--- src/rtl/smpq_pkg.sv ---
// ----------------------------------------------------------------------------
// smpq_pkg
// Shared types and codes for the sorted minimum priority queue.
// ----------------------------------------------------------------------------
`default_nettype none

package smpq_pkg;

   localparam int DEFAULT_CAPACITY = 16;

   localparam logic [1:0] OP_ENQUEUE = 2'd0;
   localparam logic [1:0] OP_DEQUEUE = 2'd1;
   localparam logic [1:0] OP_PEEK    = 2'd2;

   localparam logic [1:0] ST_OK        = 2'd0;
   localparam logic [1:0] ST_UNDERFLOW = 2'd1;
   localparam logic [1:0] ST_OVERFLOW  = 2'd2;

   typedef struct packed {
      logic [1:0]         opcode;
      logic signed [31:0] value;
   } smpq_req_type;

   typedef struct packed {
      logic signed [31:0] front_value;
      logic [1:0]         status;
      logic [4:0]         occupancy;
   } smpq_rsp_type;

   // per-cycle command broadcast to every cell
   typedef enum logic [1:0] {
      CELL_HOLD,
      CELL_INSERT,
      CELL_REMOVE
   } smpq_action_type;

   typedef struct packed {
      smpq_action_type    action;
      logic signed [31:0] value;
   } smpq_ctl_type;

   // what a cell shows its neighbors
   typedef struct packed {
      logic               valid;
      logic               gt;     // empty, or entry greater than the new value
      logic signed [31:0] entry;
   } smpq_link_type;

endpackage

`default_nettype wire

--- src/rtl/sorted_min_priority_queue_unit.sv ---
// A result word is registered and shows in the cycle after its request word is taken.
// Throughput: one word per cycle unless stalled; every cell compares against the new value
//   at once, so an insert or remove updates the whole cell chain together.
// A request is held off only while the result register is full and stalled.
// Reset (synchronous, active high) clears the count, the cell valid bits and the
//   result valid bit; stored entries and result data need no clearing.
// ----------------------------------------------------------------------------
// sorted_min_priority_queue_unit
// Sorted min priority queue built as a chain of compare-and-shift cells.
// ----------------------------------------------------------------------------
`default_nettype none

module sorted_min_priority_queue_unit #(
   parameter int CAPACITY = smpq_pkg::DEFAULT_CAPACITY
) (
   input  wire logic                  clock,
   input  wire logic                  reset,
   input  wire logic                  req_valid,
   output logic                       req_stall,
   input  wire smpq_pkg::smpq_req_type req_word,
   output logic                       rsp_valid,
   input  wire logic                  rsp_stall,
   output smpq_pkg::smpq_rsp_type     rsp_word
);

   localparam int CW = $clog2(CAPACITY + 1);

   // Entry count; mirrors the number of valid cells.
   logic [CW-1:0] count_ff;
   logic [CW-1:0] count_in;

   // Result register.
   logic                   rsp_valid_ff;
   logic                   rsp_valid_in;
   smpq_pkg::smpq_rsp_type rsp_word_ff;
   smpq_pkg::smpq_rsp_type rsp_word_in;

   logic accept;
   logic empty;
   logic full;
   logic [31:0] count_wide;

   smpq_pkg::smpq_ctl_type  ctl;
   smpq_pkg::smpq_link_type links [CAPACITY];
   smpq_pkg::smpq_link_type head_link;
   smpq_pkg::smpq_link_type tail_link;
   logic [CAPACITY-1:0]     valid_vec;

   // Take a word unless the finished result cannot move on.
   assign req_stall = rsp_valid_ff & rsp_stall;
   assign accept    = req_valid & ~req_stall;

   assign empty = (count_ff == '0);
   assign full  = (count_ff == CW'(CAPACITY));

   // Front of chain: always "smaller" so cell 0 takes the new value.
   assign head_link.valid = 1'b1;
   assign head_link.gt    = 1'b0;
   assign head_link.entry = '0;
   // Back of chain: nothing shifts in on removal.
   assign tail_link.valid = 1'b0;
   assign tail_link.gt    = 1'b1;
   assign tail_link.entry = '0;

   // Command for the cell chain.
   always_comb begin
      ctl.action = smpq_pkg::CELL_HOLD;
      ctl.value  = req_word.value;
      if (accept) begin
         case (req_word.opcode)
            smpq_pkg::OP_ENQUEUE: begin
               if (!full) ctl.action = smpq_pkg::CELL_INSERT;
            end
            smpq_pkg::OP_DEQUEUE: begin
               if (!empty) ctl.action = smpq_pkg::CELL_REMOVE;
            end
            default: begin
               ctl.action = smpq_pkg::CELL_HOLD;
            end
         endcase
      end
   end

   // The cell chain; each cell sees its left and right neighbor.
   for (genvar i = 0; i < CAPACITY; i++) begin : g_cell
      smpq_pkg::smpq_link_type left_link;
      smpq_pkg::smpq_link_type right_link;

      if (i == 0) begin : g_first
         assign left_link = head_link;
      end else begin : g_mid_l
         assign left_link = links[i-1];
      end

      if (i == CAPACITY - 1) begin : g_last
         assign right_link = tail_link;
      end else begin : g_mid_r
         assign right_link = links[i+1];
      end

      smpq_cell u_cell (
         .clock (clock),
         .reset (reset),
         .ctl   (ctl),
         .left  (left_link),
         .right (right_link),
         .link  (links[i])
      );

      assign valid_vec[i] = links[i].valid;
   end

   // Count update.
   always_comb begin
      count_in = count_ff;
      case (ctl.action)
         smpq_pkg::CELL_INSERT: count_in = count_ff + CW'(1);
         smpq_pkg::CELL_REMOVE: count_in = count_ff - CW'(1);
         default:               count_in = count_ff;
      endcase
   end

   assign count_wide = 32'(count_in);

   // Result word: a read's front comes from cell 0 before this cycle's shift; an enqueue echoes its value.
   always_comb begin
      rsp_word_in.front_value = '0;
      rsp_word_in.status      = smpq_pkg::ST_OK;
      rsp_word_in.occupancy   = count_wide[4:0];
      case (req_word.opcode)
         smpq_pkg::OP_ENQUEUE: begin
            rsp_word_in.front_value = req_word.value;
            if (full) rsp_word_in.status = smpq_pkg::ST_OVERFLOW;
         end
         smpq_pkg::OP_DEQUEUE, smpq_pkg::OP_PEEK: begin
            if (empty) begin
               rsp_word_in.status = smpq_pkg::ST_UNDERFLOW;
            end else begin
               rsp_word_in.front_value = links[0].entry;
            end
         end
         default: begin
            rsp_word_in.front_value = '0;
         end
      endcase
   end

   assign rsp_valid_in = accept | (rsp_valid_ff & rsp_stall);

   always_ff @(posedge clock) begin
      if (reset) begin
         count_ff     <= '0;
         rsp_valid_ff <= 1'b0;
      end else begin
         count_ff     <= count_in;
         rsp_valid_ff <= rsp_valid_in;
      end
   end

   always_ff @(posedge clock) begin
      if (accept) begin
         rsp_word_ff <= rsp_word_in;
      end
   end

   assign rsp_valid = rsp_valid_ff;
   assign rsp_word  = rsp_word_ff;

`ifndef SYNTH
   // Count tracks the number of occupied cells.
   a_count_matches_cells : assert property (@(posedge clock) disable iff (reset)
      $countones(valid_vec) == 32'(count_ff))
      else $error("entry count disagrees with cell valid bits");

   // Never more entries than cells.
   a_count_bounded : assert property (@(posedge clock) disable iff (reset)
      32'(count_ff) <= CAPACITY)
      else $error("entry count above capacity");

   // Dequeue or peek on an empty queue reports underflow.
   a_underflow : assert property (@(posedge clock) disable iff (reset)
      (accept && empty && (req_word.opcode == smpq_pkg::OP_DEQUEUE ||
                           req_word.opcode == smpq_pkg::OP_PEEK))
      |=> (rsp_word.status == smpq_pkg::ST_UNDERFLOW))
      else $error("missing underflow status");
`endif

endmodule

`default_nettype wire

--- src/rtl/smpq_cell.sv ---
// ----------------------------------------------------------------------------
// smpq_cell
// One slot of the sorted chain: keeps, takes from left, takes the new value, or takes from right.
// ----------------------------------------------------------------------------
`default_nettype none

module smpq_cell (
   input  wire logic                   clock,
   input  wire logic                   reset,
   input  wire smpq_pkg::smpq_ctl_type  ctl,
   input  wire smpq_pkg::smpq_link_type left,
   input  wire smpq_pkg::smpq_link_type right,
   output smpq_pkg::smpq_link_type      link
);

   logic               valid_ff;
   logic               valid_in;
   logic signed [31:0] entry_ff;
   logic signed [31:0] entry_in;
   logic               gt;

   assign gt = !valid_ff || (entry_ff > ctl.value);

   always_comb begin
      valid_in = valid_ff;
      entry_in = entry_ff;
      case (ctl.action)
         smpq_pkg::CELL_INSERT: begin
            if (gt) begin
               valid_in = valid_ff | left.valid;
               entry_in = left.gt ? left.entry : ctl.value;
            end
         end
         smpq_pkg::CELL_REMOVE: begin
            valid_in = right.valid;
            entry_in = right.entry;
         end
         default: begin
            valid_in = valid_ff;
            entry_in = entry_ff;
         end
      endcase
   end

   always_ff @(posedge clock) begin
      if (reset) begin
         valid_ff <= 1'b0;
      end else begin
         valid_ff <= valid_in;
      end
   end

   always_ff @(posedge clock) begin
      entry_ff <= entry_in;
   end

   assign link.valid = valid_ff;
   assign link.gt    = gt;
   assign link.entry = entry_ff;

endmodule

`default_nettype wire

--- config.mk ---
export PLATFORM = sky130hd
export DESIGN_NAME = sorted_min_priority_queue_unit
export DESIGN_NICKNAME = d
export VERILOG_FILES = /design/src/rtl/smpq_pkg.sv /design/src/rtl/sorted_min_priority_queue_unit.sv /design/src/rtl/smpq_cell.sv
export SDC_FILE = /design/constraint.sdc
export NUM_CORES = 2
export LEC_CHECK = 0
export BUFFER_PORTS_ARGS = -buffer_cell sky130_fd_sc_hd__buf_2
export CORE_ASPECT_RATIO = 1.5
export CORE_MARGIN = 2
export CORE_UTILIZATION = 60
export CTS_BUF_LIST = sky130_fd_sc_hd__clkbuf_4 sky130_fd_sc_hd__clkbuf_8
export CTS_CLUSTER_DIAMETER = 50
export CTS_CLUSTER_SIZE = 25
export DETAILED_ROUTE_END_ITERATION = 12
export HOLD_SLACK_MARGIN = 0.03
export PLACE_DENSITY = 0.8
export SYNTH_ARGS = -nofsm -noshare
export SYNTH_HDL_FRONTEND = slang
export SYNTH_HIERARCHICAL = 1
export SYNTH_SLANG_ARGS = --single-unit
--- constraint.sdc ---
create_clock -name clock -period 5.15 [get_ports clock]
set_input_delay 0.515 -clock clock [delete_from_list [all_inputs] [get_ports clock]]
set_output_delay 0.515 -clock clock [all_outputs]
set_load 0.02 [all_outputs]
==> results.sh <==
export IMPL_cts_inserted_buffers=49
export IMPL_design_area_um2=45100
export IMPL_fp_dieW_um=222
export IMPL_timing_final_crit_share=0.679
export IMPL_crit_arrival_ns=3.85
export IMPL_start_util=0.607
export IMPL_worstHoldPathCells=4
export IMPL_cts_root_buffer="clkbuf_8"
export IMPL_dpl_instance_area_um2=43900
export IMPL_maxCapViolations=0
export IMPL_grt_first_pass_wirelength_mm=161
export IMPL_drive_above_1_share=0.0820
export IMPL_leakage_uw=0.0214
export IMPL_synth_area_um2=42700
export IMPL_cts_tree="built"
export IMPL_met2_length_mm=52.5
export IMPL_slew_limit_headroom=0.275
export IMPL_critical_path_max_stage_delay_ns=0.73
export IMPL_grt_usage=0.267
export IMPL_startpoint_type="flip-flop"
export IMPL_clk_pin_slew_ns=0.11
export IMPL_tightest_slew_ns=1.09
export IMPL_yosysWarningCount=6
export IMPL_overflow=0
export IMPL_ant_nets=0
export IMPL_slowest_stage="nor2b_4"
export IMPL_final_max_slew_viol_count=0
export IMPL_port_buffers=78
export IMPL_ios=79
export IMPL_clock_path_buffers=3
export IMPL_post_cts_buffers=0
export IMPL_area_growth_pct=5.55
export IMPL_wl_per_cell_um=18.5
export IMPL_first_global_vias=32500
export IMPL_p_total_uw=10600
export IMPL_highest_signal_layer="met4"
export IMPL_critPathMaxFanout=35
export IMPL_vias=31800
export IMPL_fin_crit_ns=3.50
export IMPL_fin_worst_skew_ns=0.0253
export IMPL_max_freq_mhz=286
export IMPL_m1WireLength_mm=38.6
export IMPL_rr_worst_depth=8
export IMPL_cp_buffers_inverters=1
export IMPL_cp_cell_sequence="and2_1 > nor2b_4 > nand2_1 > nor2_4 > nor2b_4 > nor2_1 > o21ai_2 > buf_4"
export IMPL_insertion_delay_ns=0.71
export IMPL_avgSynthCellArea_um2=9.75
export IMPL_final_common_cell="nand2_1"
export IMPL_drtPass1Iterations=5
export IMPL_drt_iter0_markers=1951
export IMPL_dp_hpwl_mm=76.8
export IMPL_status="finished, final reports clean"
export IMPL_hold_class="in -> reg"
export IMPL_dr_wl_met3_mm=3.14
export IMPL_grt_antenna_before_repair=1
export IMPL_row_count=119
export IMPL_path_common_cell="nor2b_4"
export IMPL_final_cell_mix="nand2_1 (611), edfxtp_1 (551), inv_1 (530), mux2i_1 (529), ha_1 (518)"
export IMPL_nNetsFinal=4956
export IMPL_required_ns=5.50
export IMPL_wl_mm=99.0
export IMPL_finalHoldViolCount=0
export IMPL_critPathTopFamily="simple AND/OR/NAND/NOR gates"
export IMPL_rsz0062_at_grt="false"
export IMPL_die_area_um2=73400
export IMPL_fin_setup_tns_ns=0
export IMPL_htreeDepth=2
export IMPL_nFillCells=5693
export IMPL_die_y_um=331
export IMPL_gp_congestion=0.848
export IMPL_core_area_um2=70400
export IMPL_drc=0
export IMPL_ctsResizeCount=0
export IMPL_clkSinkCount=573
export IMPL_synth_cells=4381
export IMPL_grt_max_degree=66
export IMPL_ir_drop_uv=303
export IMPL_power_density_nw_per_um2=234
export IMPL_crit_cells=8
export IMPL_cp_end_kind="flip-flop"
export IMPL_holdBufCountCts=1
export IMPL_drt_vias_per_instance=5.94
export IMPL_path_class="reg -> reg"
export IMPL_setup_viol=0
==> layout make-up <==
cell class	instances	area [um^2]	share of cell area
Clock inverter	37	412	0.00913
Tap cell	907	1130	0.0252
Multi-Input combinational cell	3126	23100	0.513
Sequential cell	573	17000	0.377
Antenna cell	1	2.50	0.0000555
Timing Repair Buffer	120	708	0.0157
Inverter	530	1990	0.0441
Clock buffer	55	738	0.0164
==> through the flow <==
stage | util | hold WS, ns | instances | setup slack [ns]
finish | 0.640 | 0.228 | 5349 | 1.65
global route | 0.640 | 0.282 | 5349 | 1.33
CTS | 0.640 | 0.205 | 5348 | 1.62
detailed placement | 0.624 | 0.539 | 5255 | 1.07
global placement | 0.624 | 0.521 | 5255 | 1.19
floorplan | - | 0.524 | 4446 | 0.629
==> state kept, by name, indices dropped and copies added, names as in the netlist <==
name,flops
rsp_valid,1
count_ff,5
g_cell.u_cell/valid_ff,16
rsp_word,39
g_cell.u_cell/entry_ff,512
==> power by group <==
| group | internal [uW] | total, uW | switching (uW) |
|---|---|---|---|
| Combinational | 681 | 1810 | 1130 |
| Sequential | 5460 | 5670 | 213 |
| Clock | 1290 | 3100 | 1810 |
==> path summary, 6_finish.rpt <==
check | slack (ns) | start | end
worst max-delay path | 1.65 | rsp_valid | g_cell[8].u_cell/entry_ff[26]
worst min-delay path | 0.23 | rsp_stall | rsp_valid
worst max register to register | 1.65 | rsp_valid | g_cell[8].u_cell/entry_ff[26]
worst min register to register | 0.55 | g_cell[0].u_cell/valid_ff | g_cell[1].u_cell/valid_ff
==> metal layers <==
metal,global-route usage,up-vias
li1,-,15700
met1,0.291,15200
met2,0.520,705
met3,0.0225,237
met4,0.129,0
met5,0,-
==> worst register-to-register path: cells and delay by family, from the launching register on <==
family,cells,cell delay (ns)
simple gates,6,2.34
buf+inv,1,0.40
flops,1,0.32
compound gates,1,0.08
Note: power is estimated with default switching activity, not from simulation.
